File: config.mk
export PLATFORM = sky130hd
export DESIGN_NAME = morse_key_decoder
export DESIGN_NICKNAME = d
export VERILOG_FILES = /design/src/sv/mkd_pkg.sv /design/src/sv/morse_key_decoder.sv
export SDC_FILE = /design/constraint.sdc
export NUM_CORES = 1
export LEC_CHECK = 0
export ABC_CLOCK_PERIOD_IN_PS = 7550
export BUFFER_PORTS_ARGS = -buffer_cell sky130_fd_sc_hd__buf_2
export CAP_MARGIN = 40
export CORE_UTILIZATION = 39
export CTS_BUF_LIST = sky130_fd_sc_hd__clkbuf_2 sky130_fd_sc_hd__clkbuf_4 sky130_fd_sc_hd__clkbuf_8
export CTS_CLUSTER_DIAMETER = 150
export DETAILED_ROUTE_END_ITERATION = 12
export HOLD_SLACK_MARGIN = 0.02
export PLACE_DENSITY = 0.7
export SLEW_MARGIN = 40
export SYNTH_ARGS = -nofsm -noshare
export SYNTH_HDL_FRONTEND = slang
export SYNTH_SLANG_ARGS = --single-unit
File: constraint.sdc
create_clock -name clock -period 7.55 [get_ports clock]
set_input_delay 0.3775 -clock clock [delete_from_list [all_inputs] [get_ports clock]]
set_output_delay 0.3775 -clock clock [all_outputs]
set_load 0.1 [all_outputs]
File: src/sv/mkd_pkg.sv
// ---------------------------------------------------------------------------
// Morse key decoder package
// Shared widths, register codes, reset values and the Morse tree lookup.
// ---------------------------------------------------------------------------
package mkd_pkg;

   localparam int COUNT_WIDTH    = 10;
   localparam int CFG_WIDTH      = 10;
   localparam int CMP_WIDTH      = (COUNT_WIDTH > CFG_WIDTH) ? COUNT_WIDTH : CFG_WIDTH;
   localparam int TREE_WIDTH     = 5;
   localparam int CSR_ADDR_WIDTH = 4;
   localparam int CSR_DATA_WIDTH = 32;

   localparam logic [COUNT_WIDTH-1:0] COUNT_MAX = {COUNT_WIDTH{1'b1}};

   localparam logic [CFG_WIDTH-1:0] DASH_RESET       = CFG_WIDTH'(50);
   localparam logic [CFG_WIDTH-1:0] LETTER_GAP_RESET = CFG_WIDTH'(100);
   localparam logic [CFG_WIDTH-1:0] WORD_GAP_RESET   = CFG_WIDTH'(500);

   localparam logic [TREE_WIDTH-1:0] TREE_ROOT = TREE_WIDTH'(1);

   localparam logic [7:0] SPACE_CHAR = 8'h20;

   typedef enum logic [1:0] {
      REG_DASH       = 2'd0,
      REG_LETTER_GAP = 2'd1,
      REG_WORD_GAP   = 2'd2
   } csr_reg_type;

   function automatic logic [7:0] tree_char(input logic [TREE_WIDTH-1:0] idx);
      logic [7:0] ch;
      case (idx)
         5'd2:    ch = "e";
         5'd3:    ch = "t";
         5'd4:    ch = "i";
         5'd5:    ch = "a";
         5'd6:    ch = "n";
         5'd7:    ch = "m";
         5'd8:    ch = "s";
         5'd9:    ch = "u";
         5'd10:   ch = "r";
         5'd11:   ch = "w";
         5'd12:   ch = "d";
         5'd13:   ch = "k";
         5'd14:   ch = "g";
         5'd15:   ch = "o";
         5'd16:   ch = "h";
         5'd17:   ch = "v";
         5'd18:   ch = "f";
         5'd20:   ch = "l";
         5'd22:   ch = "p";
         5'd23:   ch = "j";
         5'd24:   ch = "b";
         5'd25:   ch = "x";
         5'd26:   ch = "c";
         5'd27:   ch = "y";
         5'd28:   ch = "z";
         5'd29:   ch = "q";
         default: ch = SPACE_CHAR;
      endcase
      return ch;
   endfunction

endpackage

File: src/sv/morse_key_decoder.sv
// Results of a key sample appear in the cycle after its beat is accepted.
// Throughput: one key sample per cycle unless rsp_stall holds the output;
// a word end gives two beats (letter, then space); the input waits for both.
// Reset (synchronous, active high): thresholds return to 50/100/500 ticks,
// counters clear, the tree walk returns to its root and the output empties.
// ---------------------------------------------------------------------------
// Morse key decoder
// Classifies key presses as dots or dashes, walks the Morse tree and emits
// letters on letter gaps and a letter plus space on word gaps.
// ---------------------------------------------------------------------------
module morse_key_decoder
   import mkd_pkg::*;
(
   input  logic                      clock,
   input  logic                      reset,

   input  logic                      req_valid,
   output logic                      req_stall,
   input  logic                      req_key_down,

   output logic                      rsp_valid,
   input  logic                      rsp_stall,
   output logic                      rsp_char_valid,
   output logic [7:0]                rsp_character,
   output logic                      rsp_led_on,
   output logic                      rsp_last,

   input  logic                      csr_psel,
   input  logic                      csr_penable,
   input  logic                      csr_pwrite,
   input  logic [CSR_ADDR_WIDTH-1:0] csr_paddr,
   input  logic [CSR_DATA_WIDTH-1:0] csr_pwdata,
   output logic [CSR_DATA_WIDTH-1:0] csr_prdata,
   output logic                      csr_pready
);

   logic [CFG_WIDTH-1:0]   dash_ff, dash_in;
   logic [CFG_WIDTH-1:0]   letter_gap_ff, letter_gap_in;
   logic [CFG_WIDTH-1:0]   word_gap_ff, word_gap_in;

   logic [COUNT_WIDTH-1:0] press_ff, press_in;
   logic [COUNT_WIDTH-1:0] gap_ff, gap_in;
   logic [TREE_WIDTH-1:0]  idx_ff, idx_in;
   logic                   ovf_ff, ovf_in;
   logic                   started_ff, started_in;
   logic                   was_down_ff, was_down_in;

   logic                   res_valid_ff, res_valid_in;
   logic                   res_two_ff, res_two_in;
   logic                   res_char_valid_ff, res_char_valid_in;
   logic [7:0]             res_char_ff, res_char_in;
   logic                   res_led_ff, res_led_in;

   logic                   csr_wr;
   csr_reg_type            csr_reg;
   logic                   in_take, out_take, out_free;

   logic                   emit, word_end, led, dash_bit;
   logic [7:0]             ch;

   // configuration port
   assign csr_pready = 1'b1;
   assign csr_wr     = csr_psel && csr_penable && csr_pwrite;
   assign csr_reg    = csr_reg_type'(csr_paddr[3:2]);

   always_comb begin
      dash_in       = dash_ff;
      letter_gap_in = letter_gap_ff;
      word_gap_in   = word_gap_ff;
      csr_prdata    = '0;
      case (csr_reg)
         REG_DASH: begin
            csr_prdata = CSR_DATA_WIDTH'(dash_ff);
            if (csr_wr) dash_in = csr_pwdata[CFG_WIDTH-1:0];
         end
         REG_LETTER_GAP: begin
            csr_prdata = CSR_DATA_WIDTH'(letter_gap_ff);
            if (csr_wr) letter_gap_in = csr_pwdata[CFG_WIDTH-1:0];
         end
         REG_WORD_GAP: begin
            csr_prdata = CSR_DATA_WIDTH'(word_gap_ff);
            if (csr_wr) word_gap_in = csr_pwdata[CFG_WIDTH-1:0];
         end
         default: csr_prdata = '0;
      endcase
   end

   // handshake
   assign out_take  = res_valid_ff && !rsp_stall;
   assign out_free  = !res_valid_ff || (out_take && !res_two_ff);
   assign req_stall = !out_free;
   assign in_take   = req_valid && out_free;

   // decode step
   always_comb begin
      press_in    = press_ff;
      gap_in      = gap_ff;
      idx_in      = idx_ff;
      ovf_in      = ovf_ff;
      started_in  = started_ff;
      was_down_in = req_key_down;
      emit        = 1'b0;
      word_end    = 1'b0;
      ch          = 8'h00;
      led         = 1'b0;
      dash_bit    = CMP_WIDTH'(press_ff) > CMP_WIDTH'(dash_ff);

      if (req_key_down) begin
         if (!was_down_ff) begin
            if (started_ff && CMP_WIDTH'(gap_ff) >= CMP_WIDTH'(letter_gap_ff)
                && CMP_WIDTH'(gap_ff) < CMP_WIDTH'(word_gap_ff)) begin
               ch     = ovf_ff ? SPACE_CHAR : tree_char(idx_ff);
               emit   = 1'b1;
               idx_in = TREE_ROOT;
               ovf_in = 1'b0;
            end
            gap_in     = '0;
            press_in   = '0;
            started_in = 1'b1;
         end
         if (press_in != COUNT_MAX) press_in = press_in + COUNT_WIDTH'(1);
         led = CMP_WIDTH'(press_in) > CMP_WIDTH'(dash_ff);
      end else begin
         if (was_down_ff) begin
            if (idx_ff[TREE_WIDTH-1]) ovf_in = 1'b1;
            idx_in   = {idx_ff[TREE_WIDTH-2:0], dash_bit};
            press_in = '0;
            gap_in   = '0;
         end
         if (started_ff) begin
            if (gap_in != COUNT_MAX) gap_in = gap_in + COUNT_WIDTH'(1);
            if (CMP_WIDTH'(gap_in) >= CMP_WIDTH'(word_gap_ff)) begin
               ch         = ovf_in ? SPACE_CHAR : tree_char(idx_in);
               emit       = 1'b1;
               word_end   = 1'b1;
               idx_in     = TREE_ROOT;
               ovf_in     = 1'b0;
               started_in = 1'b0;
               gap_in     = '0;
            end
         end
      end
   end

   // result register
   always_comb begin
      res_valid_in      = res_valid_ff;
      res_two_in        = res_two_ff;
      res_char_valid_in = res_char_valid_ff;
      res_char_in       = res_char_ff;
      res_led_in        = res_led_ff;
      if (in_take) begin
         res_valid_in      = 1'b1;
         res_two_in        = word_end;
         res_char_valid_in = emit;
         res_char_in       = ch;
         res_led_in        = led;
      end else if (out_take) begin
         if (res_two_ff) begin
            res_two_in  = 1'b0;
            res_char_in = SPACE_CHAR;
         end else begin
            res_valid_in = 1'b0;
         end
      end
   end

   always_ff @(posedge clock) begin
      if (reset) begin
         dash_ff       <= DASH_RESET;
         letter_gap_ff <= LETTER_GAP_RESET;
         word_gap_ff   <= WORD_GAP_RESET;
         press_ff      <= '0;
         gap_ff        <= '0;
         idx_ff        <= TREE_ROOT;
         ovf_ff        <= 1'b0;
         started_ff    <= 1'b0;
         was_down_ff   <= 1'b0;
         res_valid_ff  <= 1'b0;
         res_two_ff    <= 1'b0;
      end else begin
         dash_ff       <= dash_in;
         letter_gap_ff <= letter_gap_in;
         word_gap_ff   <= word_gap_in;
         res_valid_ff  <= res_valid_in;
         res_two_ff    <= res_two_in;
         if (in_take) begin
            press_ff    <= press_in;
            gap_ff      <= gap_in;
            idx_ff      <= idx_in;
            ovf_ff      <= ovf_in;
            started_ff  <= started_in;
            was_down_ff <= was_down_in;
         end
      end
   end

   always_ff @(posedge clock) begin
      res_char_valid_ff <= res_char_valid_in;
      res_char_ff       <= res_char_in;
      res_led_ff        <= res_led_in;
   end

   assign rsp_valid      = res_valid_ff;
   assign rsp_char_valid = res_char_valid_ff;
   assign rsp_character  = res_char_ff;
   assign rsp_led_on     = res_led_ff;
   assign rsp_last       = !res_two_ff;

`ifndef SYNTHESIS
   a_space_follows: assert property (@(posedge clock) disable iff (reset)
      (res_valid_ff && res_two_ff && !rsp_stall) |=>
      (res_valid_ff && rsp_last && rsp_char_valid && rsp_character == SPACE_CHAR))
      else $error("word end beat is not a space");

   a_two_beats_carry_char: assert property (@(posedge clock) disable iff (reset)
      (res_valid_ff && res_two_ff) |-> res_char_valid_ff)
      else $error("word end without a letter");

   a_hold_input_on_pair: assert property (@(posedge clock) disable iff (reset)
      (res_valid_ff && res_two_ff) |-> req_stall)
      else $error("input accepted while a beat pair is pending");

   a_idle_gap_clear: assert property (@(posedge clock) disable iff (reset)
      !started_ff |-> (gap_ff == '0))
      else $error("gap counter runs while idle");

   a_led_needs_key: assert property (@(posedge clock) disable iff (reset)
      (rsp_valid && rsp_led_on) |-> was_down_ff)
      else $error("lamp lit with key released");
`endif

endmodule
==> results of run 1 <==
final cells by class:
cell class                      count  area, um2  share of cell area [%]
Clock buffer                       12        159                    2.52
Clock inverter                      4       50.0                   0.793
Inverter                           49        186                    2.95
Multi-Input combinational cell    587       3860                    61.2
Sequential cell                    75       1590                    25.2
Tap cell                          184        230                    3.65
Timing Repair Buffer               44        230                    3.65
Yosys cell counts (5+ instances only):
| library cell | instances |
|---|---|
| a22oi_1 | 17 |
| mux2i_1 | 17 |
| and2_1 | 6 |
| a21oi_1 | 60 |
| nand2_1 | 106 |
| xor2_1 | 6 |
| a31oi_1 | 5 |
| nand4_1 | 12 |
| o21ai_0 | 39 |
| edfxtp_1 | 9 |
| xnor2_1 | 6 |
| nor3_1 | 8 |
| o211ai_1 | 16 |
| mux2_2 | 7 |
| nand2b_1 | 9 |
| clkbuf_1 | 20 |
| dfxtp_1 | 66 |
| a211oi_1 | 12 |
| nand3_1 | 17 |
| buf_2 | 5 |
| buf_4 | 26 |
| nor2_1 | 67 |
| and3_1 | 9 |
| ha_1 | 67 |
| a21o_1 | 6 |
| inv_1 | 44 |
how the worst max path moves through the flow:
stage                start  endpoint  slack (ns)
3_3_place_gp     gap_ff[1]  register        2.49
3_5_place_dp     gap_ff[1]  register        2.53
6_report         gap_ff[1]  register        2.47
4_1_cts          gap_ff[1]  register        2.48
2_1_floorplan  was_down_ff  register        2.84
5_1_grt          gap_ff[1]  register        1.91
stage by stage:
stage / instance area [um2] / setup slack [ns]
6_report: 6310 / 2.47
5_1_grt: 6310 / 1.91
4_1_cts: 6300 / 2.48
3_5_place_dp: 6090 / 2.53
3_3_place_gp: 6080 / 2.49
2_1_floorplan: 5950 / 2.84
worst reg2reg max path: stages (launching register included):
cell,delay (ns)
dfxtp_1,0.44
nor2b_1,0.25
ha_1,0.24
nand2_1,0.12
nor4_4,0.36
nand4b_2,0.31
nand4_1,0.20
xor2_1,0.16
nor2_1,0.08
ha_1,0.32
a21o_1,0.12
nand3_1,0.07
a21oi_1,0.38
o21ai_4,0.15
and2_1,0.29
a311o_1,0.50
inv_1,0.20
ha_1,0.17
a21oi_1,0.05
a21o_1,0.16
a221oi_1,0.28
a21oi_1,0.13
report_power, final:
group / leakage [uW] / internal, uW / total [uW] / switching [uW]
Sequential: 0.000625 / 411 / 417 / 6.36
Combinational: 0.00196 / 34.0 / 193 / 159
Clock: 0.000102 / 174 / 334 / 160
cells by family (layout without fill, tap and decap cells):
logic type	count (synthesis)	in the layout
flops	75	75
buf+inv	104	109
mux	25	25
xor+xnor	12	12
fa+ha+maj	67	67
simple gates	256	256
other cells	2	24
compound gates	203	203
sequential cells by signal (all words and copies together) (netlist names), named ones only:
register / flops
started_ff: 1
idx_ff: 5
was_down_ff: 1
rsp_character: 7
rsp_led_on: 1
letter_gap_ff: 10
rsp_char_valid: 1
word_gap_ff: 10
dash_ff: 10
rsp_valid: 1
res_two_ff: 1
gap_ff: 10
ovf_ff: 1
press_ff: 10
placed cells by master (no fill, tap or decap), drive strengths merged, types with 7 or more instances in the layout:
cell type	instances
a211oi	13
a21oi	62
a22oi	17
a31oi	7
and3	9
buf	44
clkbuf	12
conb	24
dfxtp	66
edfxtp	9
ha	67
inv	49
mux2	8
mux2i	17
nand2	106
nand2b	9
nand3	17
nand4	12
nor2	67
nor3	8
o211ai	16
o21ai	44
per-layer routing:
metal  share of wire, %  global-route usage (%)
met5                  0                       0
met2                 47                    32.4
met1                 48                    25.3
met4                1.1                    5.10
met3                3.9                    3.18
==> flow_metrics.py, run 1 <==
metrics = {
    "status": {
        "status": "finished, final reports clean",
    },
    "synthesis": {
        "synthFlopType": "dfxtp_1",
        "synth_top_area_share_pct": 22.5,
        "synth_seq_area_share_pct": 27.1,
        "synth_xor_area_share_pct": 1.79,
        "synth_simple_gate_area_share_pct": 20.1,
        "synth_fa_ha_area_share_pct": 14.3,
        "netlist_instances": 744,
        "synth_top_cell_by_area": "dfxtp_1",
        "ys_warn_count": 0,
        "synth_compound_area_share_pct": 23.3,
        "ys_types": 69,
        "ys_async_sr_fraction_pct": 0,
        "synthMuxAreaShare_pct": 4.50,
        "synth.avg_cell_area_um2": 7.89,
        "synth_top_family_by_area": "compound AO/OA/AOI/OAI gates",
        "synth_edf_count": 9,
        "netlist_top_cells_area": "dfxtp_1 23%, ha_1 14%, nand2_1 6.8%",
        "syn-cell-area_um2": 5870,
        "synth-seq-cells": 75,
    },
    "worst_setup_path": {
        "crit_path_start_kind": "register",
        "worst_ep_required_time_ns": 7.80,
        "crit_cells": 21,
        "r2r_slack_ns": 2.47,
        "crit_fanout": 10,
        "cpPeakStageDelay_ns": 0.50,
        "cp_slowest_cell": "a311o_1",
        "rr_startpoint": "gap_ff[1]",
        "cp.arrival_ns": 5.33,
        "path_cells": "nor2b_1, ha_1, nand2_1, nor4_4, nand4b_2, nand4_1, xor2_1, nor2_1, ha_1, a21o_1, nand3_1, a21oi_1, o21ai_4, and2_1, a311o_1, inv_1, ha_1, a21oi_1, a21o_1, a221oi_1, a21oi_1",
        "cp-end-kind": "register",
        "crit_family": "compound AO/OA/AOI/OAI gates",
        "critPathKind": "register to register",
        "reg2reg_depth": 21,
        "crit_buf_inv": 1,
    },
    "min_path": {
        "hold_class": "input pin to register",
        "hold_path_end": "letter_gap_ff[9]",
        "hold_path_depth": 3,
        "worst_hold_startpoint": "csr_pwdata[9]",
    },
    "floorplanning": {
        "die-area_um2": 15500,
        "start_util_pct": 40.2,
        "ios": 90,
        "dieHeight_um": 125,
        "core_area_um2": 14600,
        "die_w_um": 125,
        "num_rows": 44,
    },
    "sta": {
        "hold_violations": 0,
        "setup_viol": 0,
        "rsz0062_at_grt": "no",
        "finClkSkew_ns": 0.00954,
        "tightest_slew_ns": 0.828,
        "tns_ns": 0,
        "period_minus_slack_ns": 5.08,
        "maxSlewHeadroom_pct": 44.7,
        "max_freq_mhz": 197,
        "layout_worst_path_cycle_share_pct": 67.3,
        "whs_ns": 0.261,
        "finalMaxSlewViolations": 0,
    },
    "clock_tree": {
        "cts_tree": "built",
        "cts_htree_levels": 3,
        "clkSinkCount": 75,
        "cts_root_buf": "clkbuf_8",
        "cts.path.max_buffers": 2,
        "postCtsResizedCells": 0,
        "cts.clk_slew.worst_paths_ns": 0.08,
        "cts_hold_buf": 0,
        "cts_made_buffers": 9,
        "postCtsSetupBuffers": 0,
        "worst_skew_pair.late_latency_ns": 0.37,
    },
    "grt": {
        "grt_first_pass_wirelength_um": 24600,
        "grt_max_degree": 48,
        "grt-ovfl-total": 0,
        "antenna_found_initial": 0,
        "grt_pass1_vias": 4956,
        "track_usage_pct": 19.2,
    },
    "layout": {
        "drive_above_1_share_pct": 11.7,
        "syn_to_final_growth_pct": 7.55,
        "nets": 877,
        "utilization_pct": 43.3,
        "fillers": 1476,
        "diodes": 0,
        "finalNonFillerCells": 955,
    },
    "route": {
        "first_pass_iters": 5,
        "post_drt_wl_per_cell_um": 15.1,
        "drc": 0,
        "avgViaCountPerCell": 5.49,
        "via_count": 5247,
        "drt_wl_total_um": 14500,
        "drt_first_iter_violations": 504,
        "ant_nets": 0,
    },
    "placement": {
        "placed_cells": 939,
        "place_congestion": 0.878,
        "place_hpwl_um": 10600,
        "portBuffers": 41,
    },
    "pwr": {
        "p_per_area_nw_per_um2": 150,
        "power_leakage_uw": 0.00268,
        "p_total_uw": 944,
        "ir_worst_vdd_mv": 0.0624,
    },
    "run": {
        "maxCapViolations": 0,
    },
}
No activity file was read; power rests on OpenSTA's default activity.
==> inputs of run 2 (changes only) <==
- ABC_CLOCK_PERIOD_IN_PS: 7550 -> 4700
- clock period: 7.55 -> 4.7 ns (I/O delays scaled with it)
==> run 2 against run 1 <==
- utilization is 1.0 points higher
- power increased by 65%
- sequential cell count unchanged
- hold slack worse by 0.15 ns
- maximum frequency increased by 15%
- die area stayed put
==> flow_metrics.py, run 2 (same netlist as run 1, synthesis figures left out) <==
metrics = {
    "status": {
        "status": "finished, final reports clean",
    },
    "worst_setup_path": {
        "cp_slowest_cell": "dfxtp_1",
        "path_cells": "nand2b_1, inv_1, ha_1, nand2_1, nor4_4, nand4b_4, buf_4, xnor2_1, ha_1, nand2b_1, a21oi_1, o31ai_4, o21ai_4, and2_1, a311o_1, buf_4, ha_1, nor2_1, a21o_1, a221oi_1, a21oi_1",
        "crit_path_start": "was_down_ff",
        "crit_family": "compound AO/OA/AOI/OAI gates",
        "r2r_slack_ns": 0.29,
        "rr_startpoint": "was_down_ff",
        "crit_path_start_kind": "register",
        "crit_cells": 21,
        "cp.arrival_ns": 4.67,
        "reg2reg_depth": 21,
        "cpPeakStageDelay_ns": 0.36,
        "crit_buf_inv": 3,
        "cp-end-kind": "register",
        "crit_fanout": 8,
        "path_common_cell": "ha_1",
        "critPathKind": "register to register",
        "worst_ep_required_time_ns": 4.96,
    },
    "floorplanning": {
        "dieHeight_um": 125,
        "die_w_um": 125,
        "core_area_um2": 14600,
        "ios": 90,
        "num_rows": 44,
        "die-area_um2": 15500,
        "start_util_pct": 40.2,
    },
    "layout": {
        "diodes": 0,
        "drive_above_1_share_pct": 13.2,
        "syn_to_final_growth_pct": 10.1,
        "mostFrequentLayoutCell": "nand2_1",
        "nets": 893,
        "multi_input_area_um2": 3880,
        "stdcell_area_um2": 6460,
        "fillers": 1469,
        "final_cell_mix": "106 x nand2_1, 67 x nor2_1, 67 x ha_1",
        "regArea_um2": 1590,
    },
    "placement": {
        "post-place-ws_ns": 0.199,
        "postPlaceCellArea_um2": 6180,
        "portBuffers": 41,
        "place_congestion": 0.849,
        "place_hpwl_um": 10800,
    },
    "route": {
        "via_count": 5348,
        "ant_nets": 0,
        "drt_wl_total_um": 14600,
        "drc": 0,
        "post_drt_wl_per_cell_um": 15.0,
        "avgViaCountPerCell": 5.51,
        "drt_first_iter_violations": 476,
        "first_pass_iters": 5,
    },
    "grt": {
        "grt_pass1_vias": 4917,
        "antenna_found_initial": 0,
        "grt-ovfl-total": 0,
        "grt_max_degree": 48,
        "grt_first_pass_wirelength_um": 24400,
        "track_usage_pct": 19.3,
    },
    "sta": {
        "hold_violations": 0,
        "setup_viol": 0,
        "layout_worst_path_cycle_share_pct": 93.8,
        "finalMaxSlewViolations": 0,
        "setup_ws_ns": 0.292,
        "finClkSkew_ns": 0.0141,
        "max_freq_mhz": 227,
        "tns_ns": 0,
        "maxSlewHeadroom_pct": 48.7,
        "rsz0062_at_grt": "no",
        "tightest_slew_ns": 0.748,
        "period_minus_slack_ns": 4.41,
    },
    "clock_tree": {
        "worst_skew_pair.late_latency_ns": 0.38,
        "cts.clk_slew.worst_paths_ns": 0.09,
        "cts_tree": "built",
        "clkSinkCount": 75,
        "cts_made_buffers": 9,
        "cts_htree_levels": 3,
        "cts_root_buf": "clkbuf_8",
        "cts_hold_buf": 0,
        "cts.path.max_buffers": 2,
    },
    "pwr": {
        "ir_worst_vdd_mv": 0.122,
        "p_per_area_nw_per_um2": 241,
        "power_leakage_uw": 0.00281,
    },
    "min_path": {
        "hold_class": "input pin to register",
    },
    "run": {
        "maxCapViolations": 0,
    },
}
run 2: power by group:
part,total (uW),internal [uW],switching [uW],leakage [uW]
combinational,317,59.3,257,0.00207
sequential,670,660,9.98,0.000625
clock,572,318,255,0.000113
run 2: how the worst min path moves through the flow:
stage	startpoint	to	slack, ns	cells after the start
2_1_floorplan	req_valid	rsp_valid	0.36	2
3_5_place_dp	word_gap_ff[3]	word_gap_ff[3]	0.46	2
6_report	csr_pwdata[1]	dash_ff[1]	0.11	3
3_3_place_gp	dash_ff[8]	dash_ff[8]	0.46	2
5_1_grt	csr_pwdata[9]	word_gap_ff[9]	0.11	3
4_1_cts	csr_pwdata[7]	letter_gap_ff[7]	0.09	3
run 2: repair_timing:
action | 4_1_cts | 5_1_grt
setup endpoints to repair | 0 | 5
resized for setup | 0 | 1
buffers inserted | 0 | 3
run 2: layer usage:
layer	wire, um	GRT usage (%)
met4	333	8.15
met2	6830	31.2
met3	424	2.71
met5	0	0
met1	6970	25.5
run 2: metrics by stage:
| step | util [%] | total power [uW] | hold WS (ns) | instances |
|---|---|---|---|---|
| final | 44.3 | 1560 | 0.115 | 971 |
| after global routing | 44.3 | 1620 | 0.114 | 971 |
| after CTS | 43.9 | 1570 | 0.0945 | 966 |
| after detailed placement | 42.3 | 997 | 0.462 | 950 |
| after global placement | 42.3 | 996 | 0.460 | 950 |
| after floorplan | - | 957 | 0.356 | 766 |
run 2: cell type report:
cell class	instances	share of cell area (%)
clock buffers	11	2.25
clock inverters	5	1.20
inverters	49	2.89
multi-input cells	588	60.1
flip-flops and latches	75	24.6
well taps	184	3.56
repair buffers	59	5.33
run 2: worst min-delay path: cells and delay by family:
kind,cells,cell delay [ns]
and+or+nand+nor,1,0.05
AOI/OAI and AO/OA,1,0.08
buffers and inverters,1,0.10
